**src/sv/assert_macros.svh**
```systemverilog
// ---------------------------------------------------------------------------
// assertion macros
// shared concurrent assertion wrappers for the rtl files
// ---------------------------------------------------------------------------
`ifndef ASSERT_MACROS_SVH
`define ASSERT_MACROS_SVH

// property must hold at every rising clock edge outside reset
`define SMM_ASSERT(label, clk, rst, prop, msg) \
   label: assert property (@(posedge clk) disable iff (rst) (prop)) else $error(msg);

// condition must never be true outside reset
`define SMM_NEVER(label, clk, rst, cond, msg) \
   label: assert property (@(posedge clk) disable iff (rst) !(cond)) else $error(msg);

`endif

```
**src/sv/smm_pkg.sv**
```systemverilog
// ---------------------------------------------------------------------------
// smm_pkg
// types and constants of the square matrix multiply block
// ---------------------------------------------------------------------------
package smm_pkg;

   localparam int MAX_DIM    = 8;
   localparam int DIM_BITS   = $clog2(MAX_DIM);
   localparam int ADDR_BITS  = 2 * DIM_BITS;
   localparam int DEPTH      = MAX_DIM * MAX_DIM;
   localparam int SIZE_BITS  = 4;
   localparam int WORD_BITS  = 16;
   localparam int MUL_BITS   = 2 * WORD_BITS;
   localparam int PROD_BITS  = 35;

   typedef logic [1:0]                  kind_type;
   typedef logic [2:0]                  index_type;
   typedef logic [SIZE_BITS-1:0]        size_type;
   typedef logic signed [WORD_BITS-1:0] word_type;
   typedef logic signed [MUL_BITS-1:0]  mul_type;
   typedef logic signed [PROD_BITS-1:0] prod_type;
   typedef logic [ADDR_BITS-1:0]        addr_type;

   localparam kind_type KIND_LOAD_A  = 2'd0;
   localparam kind_type KIND_LOAD_B  = 2'd1;
   localparam kind_type KIND_COMPUTE = 2'd2;

   localparam size_type SIZE_RESET = 4'd8;
   localparam size_type SIZE_MAX   = size_type'(MAX_DIM);

endpackage

```
**src/sv/smm_if.sv**
```systemverilog
// ---------------------------------------------------------------------------
// smm request and response channels
// valid/ready channels carrying requests into and results out of the block
// ---------------------------------------------------------------------------
interface smm_req_if;
   import smm_pkg::*;

   logic      valid;
   logic      ready;
   kind_type  kind;
   index_type row;
   index_type col;
   word_type  value;

   modport source (output valid, output kind, output row, output col, output value,
                   input ready);
   modport sink   (input valid, input kind, input row, input col, input value,
                   output ready);
endinterface

interface smm_rsp_if;
   import smm_pkg::*;

   logic      valid;
   logic      ready;
   index_type out_row;
   index_type out_col;
   prod_type  product;
   logic      out_of_range;

   modport source (output valid, output out_row, output out_col, output product,
                   output out_of_range, input ready);
   modport sink   (input valid, input out_row, input out_col, input product,
                   input out_of_range, output ready);
endinterface

```
**src/sv/square_matrix_multiply.sv**
```systemverilog
// ---------------------------------------------------------------------------
// square_matrix_multiply
// two stored signed q8.8 matrices, one product element per compute request
// ---------------------------------------------------------------------------
// usage:
//   req carries load and compute requests (valid/ready). a load writes one
//   element of the first or second matrix (nothing if out of range) and
//   returns nothing; loads are taken one per cycle while the block is idle.
//   a compute request names row and column; rsp returns the exact q.16 dot
//   product over the size in use, or zero with out_of_range set.
//   csr_wr_en/csr_wr_data set the size in use; write only while idle.
// sequencing:
//   a compute walks one k index per cycle through a single multiply-
//   accumulate fed by two synchronous memories, up to the size in use
//   (max 8); the result is registered once the last product is summed,
//   and the next request is taken only then, so computes never overlap.
//   an out of range compute skips the walk and goes to the result register.
// reset:
//   synchronous, clears the sequencer and output valid; size returns to 8.
//   matrix contents are undefined until written.
// stall:
//   a result waiting on rsp holds its value; a finished compute waits in
//   the sequencer until the output register is free.
// ---------------------------------------------------------------------------
`include "assert_macros.svh"

module square_matrix_multiply (
   input  logic               clock,
   input  logic               reset,
   smm_req_if.sink            req,
   smm_rsp_if.source          rsp,
   input  logic               csr_wr_en,
   input  smm_pkg::size_type  csr_wr_data
);
   import smm_pkg::*;

   localparam logic [1:0] ST_IDLE = 2'd0;
   localparam logic [1:0] ST_RUN  = 2'd1;
   localparam logic [1:0] ST_WAIT = 2'd2;

   word_type  first_mem  [DEPTH];
   word_type  second_mem [DEPTH];

   size_type  size_ff, size_in;
   logic [1:0] state_ff, state_in;
   index_type k_ff, k_in;
   index_type row_ff, row_in;
   index_type col_ff, col_in;
   logic      bad_ff, bad_in;
   logic      rd_valid_ff, rd_valid_in;
   logic      mul_valid_ff, mul_valid_in;
   word_type  rd_a_ff, rd_b_ff;
   mul_type   mul_ff, mul_in;
   prod_type  acc_ff, acc_in;

   logic      rsp_valid_ff, rsp_valid_in;
   index_type rsp_row_ff, rsp_row_in;
   index_type rsp_col_ff, rsp_col_in;
   prod_type  rsp_prod_ff, rsp_prod_in;
   logic      rsp_oor_ff, rsp_oor_in;

   size_type  size_use;
   logic      req_fire;
   logic      req_bad;
   logic      we_a, we_b;
   addr_type  wr_addr, rd_addr_a, rd_addr_b;
   logic      out_free;

   // size in use and request decode
   always_comb begin
      size_use  = (size_ff > SIZE_MAX) ? SIZE_MAX : size_ff;
      req_fire  = req.valid && req.ready;
      req_bad   = ({1'b0, req.row} >= size_use) || ({1'b0, req.col} >= size_use);
      we_a      = req_fire && (req.kind == KIND_LOAD_A) && !req_bad;
      we_b      = req_fire && (req.kind == KIND_LOAD_B) && !req_bad;
      wr_addr   = {req.row, req.col};
      rd_addr_a = {row_ff, k_ff};
      rd_addr_b = {k_ff, col_ff};
      out_free  = !rsp_valid_ff || rsp.ready;
   end

   assign req.ready = (state_ff == ST_IDLE);

   // matrix memories, registered read
   always_ff @(posedge clock) begin
      if (we_a) begin
         first_mem[wr_addr] <= req.value;
      end
      if (we_b) begin
         second_mem[wr_addr] <= req.value;
      end
      rd_a_ff <= first_mem[rd_addr_a];
      rd_b_ff <= second_mem[rd_addr_b];
   end

   // sequencer and multiply-accumulate
   always_comb begin
      size_in      = csr_wr_en ? csr_wr_data : size_ff;
      state_in     = state_ff;
      k_in         = k_ff;
      row_in       = row_ff;
      col_in       = col_ff;
      bad_in       = bad_ff;
      rd_valid_in  = 1'b0;
      mul_in       = rd_a_ff * rd_b_ff;
      mul_valid_in = rd_valid_ff;
      acc_in       = mul_valid_ff ? acc_ff + prod_type'(mul_ff) : acc_ff;
      rsp_valid_in = rsp_valid_ff && !rsp.ready;
      rsp_row_in   = rsp_row_ff;
      rsp_col_in   = rsp_col_ff;
      rsp_prod_in  = rsp_prod_ff;
      rsp_oor_in   = rsp_oor_ff;

      unique case (state_ff)
         ST_IDLE: begin
            if (req_fire && (req.kind == KIND_COMPUTE)) begin
               row_in   = req.row;
               col_in   = req.col;
               bad_in   = req_bad;
               k_in     = '0;
               acc_in   = '0;
               state_in = req_bad ? ST_WAIT : ST_RUN;
            end
         end
         ST_RUN: begin
            rd_valid_in = 1'b1;
            k_in        = k_ff + 3'd1;
            if ({1'b0, k_ff} == size_use - 4'd1) begin
               state_in = ST_WAIT;
            end
         end
         ST_WAIT: begin
            if (!rd_valid_ff && !mul_valid_ff && out_free) begin
               rsp_valid_in = 1'b1;
               rsp_row_in   = row_ff;
               rsp_col_in   = col_ff;
               rsp_prod_in  = bad_ff ? '0 : acc_ff;
               rsp_oor_in   = bad_ff;
               state_in     = ST_IDLE;
            end
         end
         default: begin
            state_in = ST_IDLE;
         end
      endcase
   end

   always_ff @(posedge clock) begin
      if (reset) begin
         size_ff      <= SIZE_RESET;
         state_ff     <= ST_IDLE;
         rd_valid_ff  <= 1'b0;
         mul_valid_ff <= 1'b0;
         rsp_valid_ff <= 1'b0;
      end else begin
         size_ff      <= size_in;
         state_ff     <= state_in;
         rd_valid_ff  <= rd_valid_in;
         mul_valid_ff <= mul_valid_in;
         rsp_valid_ff <= rsp_valid_in;
      end
   end

   always_ff @(posedge clock) begin
      k_ff        <= k_in;
      row_ff      <= row_in;
      col_ff      <= col_in;
      bad_ff      <= bad_in;
      mul_ff      <= mul_in;
      acc_ff      <= acc_in;
      rsp_row_ff  <= rsp_row_in;
      rsp_col_ff  <= rsp_col_in;
      rsp_prod_ff <= rsp_prod_in;
      rsp_oor_ff  <= rsp_oor_in;
   end

   assign rsp.valid        = rsp_valid_ff;
   assign rsp.out_row      = rsp_row_ff;
   assign rsp.out_col      = rsp_col_ff;
   assign rsp.product      = rsp_prod_ff;
   assign rsp.out_of_range = rsp_oor_ff;

   `SMM_ASSERT(a_oor_zero, clock, reset, (rsp.valid && rsp.out_of_range) |-> (rsp.product == '0), "out of range result with nonzero product")
   `SMM_ASSERT(a_idle_drained, clock, reset, (state_ff == ST_IDLE) |-> (!rd_valid_ff && !mul_valid_ff), "mac pipeline busy while idle")
   `SMM_ASSERT(a_compute_busy, clock, reset, (req_fire && (req.kind == KIND_COMPUTE)) |=> (state_ff != ST_IDLE), "compute request did not start sequencer")
   `SMM_NEVER(a_no_result_overwrite, clock, reset, (rsp_valid_ff && !rsp.ready && (state_ff == ST_WAIT) && !rd_valid_ff && !mul_valid_ff && rsp_valid_in && (rsp_row_in != rsp_row_ff)), "pending result overwritten")

endmodule
```
**src/flat_wrapper.sv**
```systemverilog
// flat-port wrapper written by rule: the top's interface ports become plain ports
module square_matrix_multiply_flat import smm_pkg::*;
  (clock, reset, csr_wr_en, csr_wr_data, req_valid, req_kind, req_row, req_col, req_value, req_ready, rsp_valid, rsp_out_row, rsp_out_col, rsp_product, rsp_out_of_range, rsp_ready);
  smm_req_if req_i ();
  smm_rsp_if rsp_i ();
  input  logic clock;
  input  logic reset;
  input  logic csr_wr_en;
  input  smm_pkg::size_type csr_wr_data;
  input wire logic [$bits(req_i.valid)-1:0] req_valid;
  input wire logic [$bits(req_i.kind)-1:0] req_kind;
  input wire logic [$bits(req_i.row)-1:0] req_row;
  input wire logic [$bits(req_i.col)-1:0] req_col;
  input wire logic [$bits(req_i.value)-1:0] req_value;
  output wire logic [$bits(req_i.ready)-1:0] req_ready;
  output wire logic [$bits(rsp_i.valid)-1:0] rsp_valid;
  output wire logic [$bits(rsp_i.out_row)-1:0] rsp_out_row;
  output wire logic [$bits(rsp_i.out_col)-1:0] rsp_out_col;
  output wire logic [$bits(rsp_i.product)-1:0] rsp_product;
  output wire logic [$bits(rsp_i.out_of_range)-1:0] rsp_out_of_range;
  input wire logic [$bits(rsp_i.ready)-1:0] rsp_ready;
  assign req_i.valid = req_valid;
  assign req_i.kind = req_kind;
  assign req_i.row = req_row;
  assign req_i.col = req_col;
  assign req_i.value = req_value;
  assign req_ready = req_i.ready;
  assign rsp_valid = rsp_i.valid;
  assign rsp_out_row = rsp_i.out_row;
  assign rsp_out_col = rsp_i.out_col;
  assign rsp_product = rsp_i.product;
  assign rsp_out_of_range = rsp_i.out_of_range;
  assign rsp_i.ready = rsp_ready;
  square_matrix_multiply u_core (.clock(clock), .reset(reset), .req(req_i), .rsp(rsp_i), .csr_wr_en(csr_wr_en), .csr_wr_data(csr_wr_data));
endmodule
```
**config.mk**
```make
export PLATFORM = sky130hd
export DESIGN_NAME = square_matrix_multiply_flat
export DESIGN_NICKNAME = d
export VERILOG_FILES = /design/src/sv/smm_pkg.sv /design/src/sv/smm_if.sv /design/src/sv/square_matrix_multiply.sv /design/src/flat_wrapper.sv
export VERILOG_INCLUDE_DIRS = /design/src /design/src/sv
export SDC_FILE = /design/constraint.sdc
export NUM_CORES = 2
export LEC_CHECK = 0
export BUFFER_PORTS_ARGS = -buffer_cell sky130_fd_sc_hd__buf_2
export CAP_MARGIN = 0
export CELL_PAD_IN_SITES_DETAIL_PLACEMENT = 0
export CELL_PAD_IN_SITES_GLOBAL_PLACEMENT = 1
export CORE_UTILIZATION = 41
export CTS_BUF_LIST = sky130_fd_sc_hd__clkbuf_8
export DETAILED_ROUTE_END_ITERATION = 8
export PLACE_DENSITY = 0.65
export SYNTH_ARGS = -nofsm -noshare
export SYNTH_HDL_FRONTEND = slang
export SYNTH_SLANG_ARGS = --single-unit
```
**constraint.sdc**
```tcl
create_clock -name clock -period 7.7 [get_ports clock]
set_clock_uncertainty 0.05 [all_clocks]
set_input_delay 2.31 -clock clock [delete_from_list [all_inputs] [get_ports clock]]
set_output_delay 2.31 -clock clock [all_outputs]
set_load 0.02 [all_outputs]
```
; ---- Word level (Yosys, flattened, before mapping)
; Memories as Yosys holds them, arrays and structs flattened. A register that Yosys moved wholly into a read port is not among the register bits.
; Index checks and enable logic that the tools add are counted.
[word_totals]
inputBits = 33
ram_bits = 2048
output_inout_bits = 44
register_bits = 128
n_memories = 2
[memory_table]
columns = memory, words, width, read_ports, rd_ports_with_merged_regs, wr, line_no
row1 = u_core.first_mem, 64, 16, 1, 1, 1, square_matrix_multiply.sv:41  ; word_type first_mem [DEPTH];
row2 = u_core.second_mem, 64, 16, 1, 1, 1, square_matrix_multiply.sv:42  ; word_type second_mem [DEPTH];
[classes]
n_lt_le_gt_ge = 3
add_sub_neg = 3
n_reduce_logical = 23
multipliers = 1
n_eq_ne = 8
mux = 18
[op_table]
columns = op, count
row1 = 35-bit 2-to-1 mux, 3
row2 = 35-bit by 32-bit adder with 35-bit output, 1
row3 = 16-bit by 16-bit multiplier with 32-bit output, 1
row4 = 1-bit logical AND, 9
row5 = 3-bit by 4-bit >= comparator with 1-bit output, 2
row6 = 2-bit 2-to-1 mux, 4
row7 = 1-bit 2-to-1 mux, 7
row8 = 2-bit one-hot mux with 3 select lines, 1
row9 = 3-bit one-hot mux with 2 select lines, 1
row10 = 2-bit AND reduction, 3
row11 = 1-bit zero test, 5
row12 = 2-bit by 1-bit equality test with 1-bit output (second input constant), 2
row13 = 2-bit equality test (second input constant), 2
row14 = 3-bit by 4-bit equality test with 1-bit output, 1
row15 = 4-bit greater-than comparator (second input constant), 1
row16 = 2-bit zero test, 2
row17 = 4-bit 2-to-1 mux, 1
row18 = 2-bit by 1-bit != test with 1-bit output (second input constant), 2
row19 = 4-bit by 1-bit subtractor with 4-bit output (second input constant), 1
row20 = 3-bit by 1-bit adder with 3-bit output (second input constant), 1
row21 = 3-bit 2-to-1 mux, 1
row22 = 3-bit AND reduction, 1
row23 = 1-bit logical OR, 2
row24 = 2-bit != test (second input constant), 1
row25 = 2-bit nonzero test, 1

; ---- Logic depth before layout (Yosys ltp)
[depth]
word_depth = 8
depth_mapped = 22
ltp_nobuf = 21

; ---- Worst setup path before layout
; Ideal clock, no wire load.
[synth_path]
path_kind = reg2reg
start = reg u_core.rd_a_ff[15], read port of u_core.first_mem
end = reg u_core.mul_ff[26]
setup_ps = 72
slack_ps = 1970
arrival_ps = 5608
required_ps = 7578
path_stages_with_launch = 21
path_cell_list = dfxtp_1 clkbuf_1 nand2_1 inv_1 fa_1 fa_1 fa_1 fa_1 fa_1 inv_1 fa_1 inv_1 ha_1 a21o_1 a21o_1 a21oi_1 nand2b_1 o21ai_0 o21bai_1 a21oi_1 xnor2_1
[synth_via]
elab_chain_len = 1
[synth_lines]
columns = item, line_no
row1 = "start, declared", square_matrix_multiply.sv:52  ; word_type rd_a_ff, rd_b_ff;
row2 = 16-bit by 16-bit multiplier with 32-bit output, square_matrix_multiply.sv:105  ; mul_in = rd_a_ff * rd_b_ff;
row3 = net u_core.mul_in[26], square_matrix_multiply.sv:53  ; mul_type mul_ff, mul_in;
row4 = "end signal, assigned", square_matrix_multiply.sv:169  ; mul_ff <= mul_in;
row5 = "end, declared", square_matrix_multiply.sv:53
; The timed path passes the listed nets, and every way through them passes these cells.
; A chain may end at the register's enable or synchronous reset.

; ---- Worst setup path after layout
[layout_path]
start = reg u_core.rd_b_ff[1], read port of u_core.second_mem
end = reg u_core.mul_ff[29]
[layout_via]
elab_chain_len = 1
[layout_lines]
columns = item, line_no
row1 = "start, declared", square_matrix_multiply.sv:52
row2 = 16-bit by 16-bit multiplier with 32-bit output, square_matrix_multiply.sv:105
row3 = net u_core.mul_in[29], square_matrix_multiply.sv:53
; The timed path passes the listed nets, and every way through them passes these cells.

==> flow_summary.yaml <==
placed_design:
  portBuffers: 76
  gp_congestion: 0.814
  dp_hpwl_um: 141000
  place_inst: 7806
clock_network:
  clockBufferDepth: 4
  post_cts_resized: 0
  post_cts_buffers: 0
  cts_inserted_buffers: 370
  cts_tree: "yes"
  ctsHoldBuffers: 0
  htreeDepth: 5
  cts.sinks: 2208
  insertion_delay_ps: 1100
  cts-root-buf: "clkbuf_8"
  clkTransAtPathRegs_ps: 60
pwr:
  power_density_nw_per_um2: 421
  clkPwrFrac: 0.212
  internal-power_w: 0.0281
  combPwrFrac: 0.476
  p_sw_w: 0.0166
  p_seq_frac: 0.311
  ir_worst_vdd_uv: 816
  sw_frac_of_total: 0.371
  total_power_w: 0.0446
  p_leak_nw: 36.1
global_route:
  grt_pass1_wl_um: 335000
  grt_pass1_vias: 48161
  antenna_found_initial: 16
  grt_usage: 0.200
  grt_max_degree: 122
  grt_overflow: 0
sta:
  hold_violations: 0
  post-route-period-util: 0.833
  final.min_clock_period_ps: 6420
  finalSetupViolCount: 0
  slew_headroom: 0.213
  fin_tns_setup_ps: 0
  rsz0062_at_grt: "no"
  tightestPinTransition_ps: 1180
  slew_viol_final: 0
  hold_slack_ps: 414
  fmaxAchievable_mhz: 156
outcome:
  outcome: "finished clean"
worst_hold_path:
  min-delay-start: "u_core.mul_valid_in"
  hp-class: "reg2reg"
detailed_routing:
  dr_total_vias: 46193
  drt-initial-drc-count: 4580
  viasPerCell: 5.47
  wirelength_um: 228000
  ant_nets: 0
  firstDrtPassIters: 5
  post_drt_wl_per_cell_um: 27.1
  drc: 0
flow_run:
  maxCapViolCount: 0
synth:
  synth-async-reset-ratio: 0
  synth_edf_count: 2100
  synth_top_area_share: 0.668
  synthTopCellsByArea: "edfxtp_1 (67%), mux4_2 (16%), fa_1 (5.6%)"
  synth_ff_type: "edfxtp_1"
  netlist_area_um2: 94400
  synth_area_leader_cell: "edfxtp_1"
  synthCells: 4718
  synth_area_per_cell_um2: 20.0
  yosysUniqueCellTypes: 64
  synthesis.nets: 5138
  ys_warn_count: 0
  seq_area_frac_synth: 0.691
  yosys_register_bits: 2208
cells_and_area:
  fin_cells: 8443
  finish.net_count: 5589
  area_delta_synth_final_pct: 12.3
  drive_gt1_frac: 0.260
  fin_util: 0.465
critical_path:
  crit_chain: "nand2_1 -> inv_1 -> fa_1 -> inv_1 -> fa_1 -> fa_1 -> inv_1 -> fa_1 -> fa_1 -> inv_1 -> fa_1 -> inv_1 -> ha_1 -> a21o_1 -> a21o_1 -> a21oi_1 -> o21ai_0 -> o21ai_1 -> a311o_1 -> nand2_1 -> o311ai_0"
  cp.required_ps: 8560
  end_kind: "register"
  critPathKind: "reg2reg"
  crit_arrival_ps: 7270
  timing.rr.start: "u_core.rd_b_ff[1]"
  slowest_stage: "dfxtp_1"
  crit_path_start_kind: "register"
  crit_start: "u_core.rd_b_ff[1]"
  cp_max_fo: 16
  worst_path_most_repeated_cell: "fa_1"
  slowest_delay_ps: 700
floorplanning:
  ios: 77
  die_area_um2: 232000
  row_count: 175
  start_util: 0.414
  die_h_um: 482
  core_um2: 228000
  die_width_um: 482
-- kinds of logic after synthesis --
kind of cell | share of synthesized area
multiplexers | 0.162
buffers and inverters | 0.0219
flip-flops | 0.691
XOR/XNOR | 0.00538
AO/OA/AOI/OAI | 0.0151
AND/OR/NAND/NOR | 0.0328
adder cells (fa/ha/maj) | 0.0722
-- cells in the mapped netlist (all sizes together), types with 28 or more instances --
master and n:
edfxtp 2100, mux4 672, inv 304, fa 263, nor2 197, nand2 178, and2 129, ha 124
clkbuf 110, dfxtp 108, buf 98, a21oi 58, nor2b 43, o21ai 42, xnor2 41, a21o 28
-- registers in the layout (all words and copies together) (netlist names) --
name,count
u_core.rsp.out_col,3
u_core.first_mem,1024
u_core.mul_valid_ff,1
u_core.rd_a_ff,16
u_core.rsp.product,35
u_core.row_ff,3
u_core.rd_b_ff,16
u_core.acc_ff,35
u_core.col_ff,3
u_core.mul_valid_in,1
u_core.rsp.valid,1
u_core.state_ff,2
u_core.rsp.out_of_range,1
u_core.second_mem,1024
u_core.rsp.out_row,3
u_core.bad_ff,1
u_core.k_ff,3
u_core.mul_ff,32
u_core.size_ff,4
-- layout by cell type, fill, tap and decap left out, types with 42 or more instances in the layout --
master,instances
a21oi_1,58
and2_1,129
buf_2,60
buf_4,218
clkbuf_8,390
clkinv_1,71
dfxtp_1,108
edfxtp_1,2100
fa_1,263
ha_1,124
inv_1,430
mux4_2,672
nand2_1,177
nor2_1,197
nor2b_1,42
-- routing by layer --
layer / vias to the layer above / wire [µm] / part of all wire / GRT usage
met2: 1617 / 108000 / 0.47 / 0.313
li1: 19564 / - / - / -
met5: - / 28 / 0.00012 / 0
met4: 4 / 4130 / 0.018 / 0.0471
met3: 288 / 15500 / 0.068 / 0.0353
met1: 24720 / 101000 / 0.44 / 0.293
-- area by class of cell --
cell class	instances	area, µm²
clock inverters	241	1240
diodes	6	15.0
inverters	305	1140
flip-flops and latches	2208	65200
well taps	3009	3760
fillers	19178	122000
multi-input cells	1997	27200
repair buffers	287	2120
clock buffers	390	5370
-- worst max-delay path, delay by kind of cell, from the launching register on --
family | cells | cell delay [ps]
buf+inv | 5 | 390
flops | 1 | 700
simple gates | 2 | 300
fa+ha+maj | 7 | 3220
compound gates | 7 | 1640
-- per-stage QoR --
step                setup WS [ps]  instance area [µm²]
finish                       1280               106000
global route                  843               106000
CTS                          1260               106000
detailed placement           1260                99400
global placement             1380                99400
floorplan                    1970                94400
-- power groups by stage --
stage	combinational (W)	clock [W]	sequential, W
3_3_place_gp	0.0214	0	0.0141
3_5_place_dp	0.0215	0	0.0141
5_1_grt	0.0246	0.0102	0.0139
2_1_floorplan	0.0169	0	0.0140
4_1_cts	0.0216	0.00971	0.0139
6_report	0.0213	0.00948	0.0139
-- worst paths after layout --
check,depth (start not counted),to,slack (ps)
worst max-delay path,21,u_core.mul_ff[29],1280
worst min-delay path,1,u_core.mul_valid_ff,410
worst max register to register,21,u_core.mul_ff[29],1280
worst min register to register,1,u_core.mul_valid_ff,410
Note: power is estimated with default switching activity, not from simulation.
